--- src/design/gbi_pkg.sv ---
// gbi_pkg: shared types, codes and helpers of the gravity body integrator
// no dependencies
`default_nettype none

package gbi_pkg;

  typedef enum logic [1:0] {
    ACT_GRAVITY = 2'd0,
    ACT_TICK    = 2'd1,
    ACT_RESTART = 2'd2,
    ACT_UNUSED  = 2'd3
  } gbi_action_e;

  typedef enum logic [2:0] {
    CFG_START_POS_X = 3'd0,
    CFG_START_POS_Y = 3'd1,
    CFG_START_VEL_X = 3'd2,
    CFG_START_VEL_Y = 3'd3,
    CFG_OWN_MASS    = 3'd4,
    CFG_GRAV_SCALE  = 3'd5
  } gbi_cfg_idx_e;

  localparam logic [47:0] GRAV_SCALE_RESET = 48'd18774;

  typedef enum logic [4:0] {
    ST_IDLE, ST_DIFF, ST_MUL_X2, ST_MUL_Y2, ST_SUM_SQ, ST_MUL_GL, ST_MUL_GH,
    ST_SUM_GM, ST_START_MAG, ST_WAIT_MAG, ST_MUL_CX, ST_START_CX, ST_WAIT_CX,
    ST_ACC_X, ST_MUL_CY, ST_START_CY, ST_WAIT_CY, ST_ACC_Y, ST_TICK_V,
    ST_TICK_P, ST_RESTART, ST_FINISH
  } gbi_state_e;

  typedef enum logic [4:0] {
    OP_NONE, OP_LOAD, OP_DIFF, OP_MUL_X2, OP_MUL_Y2, OP_SUM_SQ, OP_MUL_GL,
    OP_MUL_GH, OP_SUM_GM, OP_START_MAG, OP_MUL_CX, OP_START_CX, OP_ACC_X,
    OP_MUL_CY, OP_START_CY, OP_ACC_Y, OP_TICK_V, OP_TICK_P, OP_RESTART, OP_OUT
  } gbi_op_e;

  typedef struct packed {
    gbi_op_e op;
  } gbi_cmd_t;

  typedef struct packed {
    logic zero_dist;
    logic mag_done;
    logic div_done;
  } gbi_status_t;

  function automatic logic signed [31:0] sat32(input logic signed [32:0] v);
    logic signed [31:0] r;
    if (v[32] != v[31]) begin
      r = v[32] ? 32'sh80000000 : 32'sh7fffffff;
    end else begin
      r = v[31:0];
    end
    return r;
  endfunction

endpackage

`default_nettype wire

--- src/design/gbi_ctrl.sv ---
// gbi_ctrl: sequencer that steps the datapath and drives both handshakes
// depends on gbi_pkg
`default_nettype none

module gbi_ctrl (
  input  wire logic                 clk_i,
  input  wire logic                 rst_ni,
  input  wire logic                 in_valid_i,
  input  wire logic [1:0]           in_action_i,
  output logic                      in_ready_o,
  output logic                      out_valid_o,
  input  wire logic                 out_ready_i,
  input  wire gbi_pkg::gbi_status_t status_i,
  output gbi_pkg::gbi_cmd_t         cmd_o
);

  gbi_pkg::gbi_state_e state_q, state_d;
  logic                out_valid_q, out_valid_d;

  always_ff @(posedge clk_i or negedge rst_ni) begin
    if (!rst_ni) begin
      state_q     <= gbi_pkg::ST_IDLE;
      out_valid_q <= 1'b0;
    end else begin
      state_q     <= state_d;
      out_valid_q <= out_valid_d;
    end
  end

  always_comb begin
    state_d     = state_q;
    out_valid_d = out_valid_q && !out_ready_i;
    cmd_o.op    = gbi_pkg::OP_NONE;
    in_ready_o  = 1'b0;
    unique case (state_q)
      gbi_pkg::ST_IDLE: begin
        in_ready_o = 1'b1;
        if (in_valid_i) begin
          cmd_o.op = gbi_pkg::OP_LOAD;
          unique case (in_action_i)
            gbi_pkg::ACT_GRAVITY: state_d = gbi_pkg::ST_DIFF;
            gbi_pkg::ACT_TICK:    state_d = gbi_pkg::ST_TICK_V;
            gbi_pkg::ACT_RESTART: state_d = gbi_pkg::ST_RESTART;
            default:              state_d = gbi_pkg::ST_FINISH;
          endcase
        end
      end
      gbi_pkg::ST_DIFF: begin
        cmd_o.op = gbi_pkg::OP_DIFF;
        state_d  = gbi_pkg::ST_MUL_X2;
      end
      gbi_pkg::ST_MUL_X2: begin
        // coincident body leaves the state alone
        if (status_i.zero_dist) begin
          state_d = gbi_pkg::ST_FINISH;
        end else begin
          cmd_o.op = gbi_pkg::OP_MUL_X2;
          state_d  = gbi_pkg::ST_MUL_Y2;
        end
      end
      gbi_pkg::ST_MUL_Y2: begin
        cmd_o.op = gbi_pkg::OP_MUL_Y2;
        state_d  = gbi_pkg::ST_SUM_SQ;
      end
      gbi_pkg::ST_SUM_SQ: begin
        cmd_o.op = gbi_pkg::OP_SUM_SQ;
        state_d  = gbi_pkg::ST_MUL_GL;
      end
      gbi_pkg::ST_MUL_GL: begin
        cmd_o.op = gbi_pkg::OP_MUL_GL;
        state_d  = gbi_pkg::ST_MUL_GH;
      end
      gbi_pkg::ST_MUL_GH: begin
        cmd_o.op = gbi_pkg::OP_MUL_GH;
        state_d  = gbi_pkg::ST_SUM_GM;
      end
      gbi_pkg::ST_SUM_GM: begin
        cmd_o.op = gbi_pkg::OP_SUM_GM;
        state_d  = gbi_pkg::ST_START_MAG;
      end
      gbi_pkg::ST_START_MAG: begin
        cmd_o.op = gbi_pkg::OP_START_MAG;
        state_d  = gbi_pkg::ST_WAIT_MAG;
      end
      gbi_pkg::ST_WAIT_MAG: begin
        if (status_i.mag_done) state_d = gbi_pkg::ST_MUL_CX;
      end
      gbi_pkg::ST_MUL_CX: begin
        cmd_o.op = gbi_pkg::OP_MUL_CX;
        state_d  = gbi_pkg::ST_START_CX;
      end
      gbi_pkg::ST_START_CX: begin
        cmd_o.op = gbi_pkg::OP_START_CX;
        state_d  = gbi_pkg::ST_WAIT_CX;
      end
      gbi_pkg::ST_WAIT_CX: begin
        if (status_i.div_done) state_d = gbi_pkg::ST_ACC_X;
      end
      gbi_pkg::ST_ACC_X: begin
        cmd_o.op = gbi_pkg::OP_ACC_X;
        state_d  = gbi_pkg::ST_MUL_CY;
      end
      gbi_pkg::ST_MUL_CY: begin
        cmd_o.op = gbi_pkg::OP_MUL_CY;
        state_d  = gbi_pkg::ST_START_CY;
      end
      gbi_pkg::ST_START_CY: begin
        cmd_o.op = gbi_pkg::OP_START_CY;
        state_d  = gbi_pkg::ST_WAIT_CY;
      end
      gbi_pkg::ST_WAIT_CY: begin
        if (status_i.div_done) state_d = gbi_pkg::ST_ACC_Y;
      end
      gbi_pkg::ST_ACC_Y: begin
        cmd_o.op = gbi_pkg::OP_ACC_Y;
        state_d  = gbi_pkg::ST_FINISH;
      end
      gbi_pkg::ST_TICK_V: begin
        cmd_o.op = gbi_pkg::OP_TICK_V;
        state_d  = gbi_pkg::ST_TICK_P;
      end
      gbi_pkg::ST_TICK_P: begin
        cmd_o.op = gbi_pkg::OP_TICK_P;
        state_d  = gbi_pkg::ST_FINISH;
      end
      gbi_pkg::ST_RESTART: begin
        cmd_o.op = gbi_pkg::OP_RESTART;
        state_d  = gbi_pkg::ST_FINISH;
      end
      gbi_pkg::ST_FINISH: begin
        // result register free or being emptied this cycle
        if (!out_valid_q || out_ready_i) begin
          cmd_o.op    = gbi_pkg::OP_OUT;
          out_valid_d = 1'b1;
          state_d     = gbi_pkg::ST_IDLE;
        end
      end
      default: state_d = gbi_pkg::ST_IDLE;
    endcase
  end

  assign out_valid_o = out_valid_q;

endmodule

`default_nettype wire

--- config.mk ---
export PLATFORM = sky130hd
export DESIGN_NAME = gbi_ctrl
export DESIGN_NICKNAME = d
export VERILOG_FILES = /design/src/design/gbi_pkg.sv /design/src/design/gbi_ctrl.sv
export SDC_FILE = /design/constraint.sdc
export NUM_CORES = 1
export LEC_CHECK = 0
export ABC_AREA = 1
export BUFFER_PORTS_ARGS = -buffer_cell sky130_fd_sc_hd__buf_4
export CORE_MARGIN = 10
export CORE_UTILIZATION = 45
export DETAILED_ROUTE_END_ITERATION = 6
export PLACE_DENSITY = 0.73
export SLEW_MARGIN = 20
export SYNTH_ARGS = -nofsm -noshare
export SYNTH_HDL_FRONTEND = slang
export SYNTH_SLANG_ARGS = --single-unit
--- constraint.sdc ---
create_clock -name clk_i -period 2.1 [get_ports clk_i]
set_clock_uncertainty 0.15 [all_clocks]
set_input_delay 0 -clock clk_i [delete_from_list [all_inputs] [get_ports clk_i]]
set_output_delay 0 -clock clk_i [all_outputs]
set_load 0.005 [all_outputs]
==> results.md <==
* Count of final max-slew check failures at 0
* Portion of total power attributed to the clock network at 8.1%
* CP peak stage delay at 0.64 ns
* Setup TNS after final layout at 0 ns
* Flops & latches, synth at 6
* Required @ worst endpoint at 1.95 ns
* RSZ-0062 raised after global routing: false
* Critical setup path kind: flip-flop to output pin
* Final critical-path share of the clock period at 90.8%
* Netlist cell types at 25
* Portion of the post-synthesis area used by sequential elements at 18.3%
* Number of buffers inserted by port buffering at 15
* Static leakage at 0.575 nW
* Final total power at 0.00151 W
* Peak clock frequency supported by timing at 524 MHz
* Class of the worst hold path: input port to flip-flop
* Count of vias placed by the detailed router at 947
* Highest-count cells in the layout ignoring fill and taps: sky130_fd_sc_hd__nand2_1, sky130_fd_sc_hd__nor2_1, sky130_fd_sc_hd__buf_4
* Part of the total power dissipated in sequential elements at 17.7%
* Number of buffers and inverters on the critical path at 2
* Number of nets in the layout at 171
* Clock latency at the later pin of the worst-skew pair at 0.26 ns
* Area growth syn-to-layout at 25.0%
* Pre-Repair DR Iteration Count at 4
* Outcome: complete, no violations
* Remaining global-route overflow at 0
* Antenna violations before repair at 0
* Standard cell with the maximum stage delay on the critical path: sky130_fd_sc_hd__dfrtp_1
* Fill cell total of the finished layout at 172
* FP Rows at 15
* Fin cells at 181
* Area of the multi-input gates at 577 um^2
* Num ports at 16
* Width of the die at 62.7 um
* Number of antenna-violating nets in the routed design at 0
* Power Density at 1480 nW/um^2
* Reg area at 150 um^2
* Detailed Place HPWL at 1930 um
* Number of clock buffers inserted by TritonCTS at 3
* Setup Viol. Count Final at 0
* Net Sw Frac at 55.3%
* Clock period minus final worst setup slack at 1.91 ns
* Proportion of synthesized flip-flops having asynchronous set or reset at 100%
* Vias in the first global route at 927
* Max_cap viols at 0
* First-pass GRT wire length at 3970 um
* Starting Density at 47.5%
* Gate count of the mapped netlist at 134
* Most used flip-flop cell after synthesis: sky130_fd_sc_hd__dfrtp_1
* Height of the die at 62.7 um
* Maximum VDD drop at 0.622 mV
* Transition time at the pin with the least slew margin at 0.484 ns
* DRC marker count from the first detailed-route iteration at 45
* Net count after synthesis at 147
* Int Pwr at 0.000677 W
* Global-route usage over all layers at 12.1%
* Yosys warns at 0
* Fraction of layout instances using a drive strength above 1 at 26.3%
* Final-report hold violation count at 0
* Kind of start point of the critical path: flip-flop
* Switching pwr at 0.000837 W
* Mean Syn Cell Area at 6.13 um^2
* Combinational Power Share at 74.2%
* Routed len/inst at 12.7 um
* Maximum number of pins on one net before global-route repair at 12
* Number of buffers on the longest clock path at 2
* Detailed-route wire length at 2310 um
* Most used cell, CP: sky130_fd_sc_hd__nand2_1
* Die ar. at 3930 um^2
* Synthesized area at 821 um^2
* DRC violation count after routing at 0
* Cells along the critical path: nor2_2 > nand2_4 > inv_2 > nand2_1 > o21ai_0 > a21oi_1 > nand2_1 > buf_4
* Num Clock Sinks at 6
* Clk Tree Root Cell: sky130_fd_sc_hd__clkbuf_4
* Headroom to the max-slew limit at 67.8%
* Category of the worst setup path capture point: output pin
* Kind of cell adding the most delay to the critical path: flip-flops
* Antenna Cells at 0
* Post-Route Utilization at 59.4%
* DR vias/cell at 5.23
* Core area at 1730 um^2
* CTS tree: yes
* Critical path data arrival time at 1.76 ns
* Clock transition at path regs at 0.06 ns
* Number of levels in the clock H-tree at 1
* Most common cell after layout, fill and taps aside: sky130_fd_sc_hd__nand2_1
* Number of synthesized flops with an enable pin at 0
* Final weighted congestion in routability-driven placement at 1.02
* Placed Instances at 173
* Crit Path Max Fanout at 11
==> area by class of cell <==
| class | instances | area share [%] |
|---|---|---|
| clock buffer | 3 | 2.20 |
| inverter | 20 | 7.32 |
| multi-input combinational | 106 | 56.2 |
| sequential | 6 | 14.6 |
| tap | 25 | 3.05 |
| timing repair buffer | 21 | 16.6 |
==> cells in the mapped netlist (2+ instances only) <==
| master | instances | area [um^2] |
|---|---|---|
| sky130_fd_sc_hd__a21oi_1 | 2 | 10.0 |
| sky130_fd_sc_hd__a31oi_1 | 2 | 12.5 |
| sky130_fd_sc_hd__dfrtp_1 | 6 | 150 |
| sky130_fd_sc_hd__ha_1 | 4 | 50.1 |
| sky130_fd_sc_hd__inv_1 | 15 | 56.3 |
| sky130_fd_sc_hd__inv_2 | 5 | 18.8 |
| sky130_fd_sc_hd__nand2_1 | 28 | 105 |
| sky130_fd_sc_hd__nand2_2 | 7 | 43.8 |
| sky130_fd_sc_hd__nand2_4 | 3 | 33.8 |
| sky130_fd_sc_hd__nand3_1 | 10 | 50.1 |
| sky130_fd_sc_hd__nand3b_1 | 2 | 15.0 |
| sky130_fd_sc_hd__nand4_1 | 6 | 37.5 |
| sky130_fd_sc_hd__nor2_1 | 27 | 101 |
| sky130_fd_sc_hd__nor2_2 | 2 | 12.5 |
| sky130_fd_sc_hd__o21ai_0 | 5 | 25.0 |
==> path summary, 6_finish.rpt <==
kind,startpoint,endpoint,slack (ns),cells past startpoint
setup / recovery,state_q[1],cmd_o[3],0.19,8
min in group asynchronous,rst_ni,state_q[3],0.57,3
hold reg to reg,state_q[2],state_q[2],0.43,2
max in group asynchronous,rst_ni,state_q[0],0.98,3
setup reg to reg,state_q[1],state_q[4],0.39,8
hold / removal,status_i[0],state_q[0],0.03,7
==> flip-flops by register name, indices dropped and copies added, names as in the netlist <==
name         cells
state_q          5
out_valid_o      1
==> power by group through the flow <==
stage | logic (W) | clock network [W] | registers, W
global route | 0.00126 | 0.000138 | 0.000279
detailed placement | 0.00112 | 0 | 0.000267
finish | 0.00112 | 0.000122 | 0.000269
floorplan | 0.000831 | 0 | 0.000216
global placement | 0.00112 | 0 | 0.000264
CTS | 0.00113 | 0.000126 | 0.000266
==> repair_timing <==
action / in CTS / in global routing
buffers inserted: 0 / 0
endpoints found under the setup margin: 0 / 0
resized for setup: 0 / 0
endpoints found under the hold margin: 9 / 0
hold buffers: 5 / 0
==> kinds of logic after synthesis <==
group           synth area share [%]
simple gates                    55.5
buf+inv                         11.4
compound gates                  8.69
flops                           18.3
fa+ha+maj                       6.10
==> routing by layer <==
layer,vias up,track usage [%],wire length [um]
met5,-,0,0
met1,428,13.2,941
met2,39,21.9,1180
met3,6,1.25,122
li1,474,-,-
met4,0,6.98,61
==> metrics by stage <==
| stage | instance area, um^2 | hold slack, ns | setup slack (ns) |
|---|---|---|---|
| 2_1_floorplan | 821 | -0.446 | 0.712 |
| 3_3_place_gp | 953 | -0.337 | 0.454 |
| 3_5_place_dp | 953 | -0.334 | 0.442 |
| 4_1_cts | 1030 | 0.0242 | 0.199 |
| 5_1_grt | 1030 | 0.0438 | 0.0410 |
| 6_report | 1030 | 0.0260 | 0.192 |
==> tightest hold or removal path: cells and delay by family <==
kind,cells,cell delay [ns]
buf+inv,3,0.21
simple gates,4,0.19
Power figures use the tool's default switching activity.
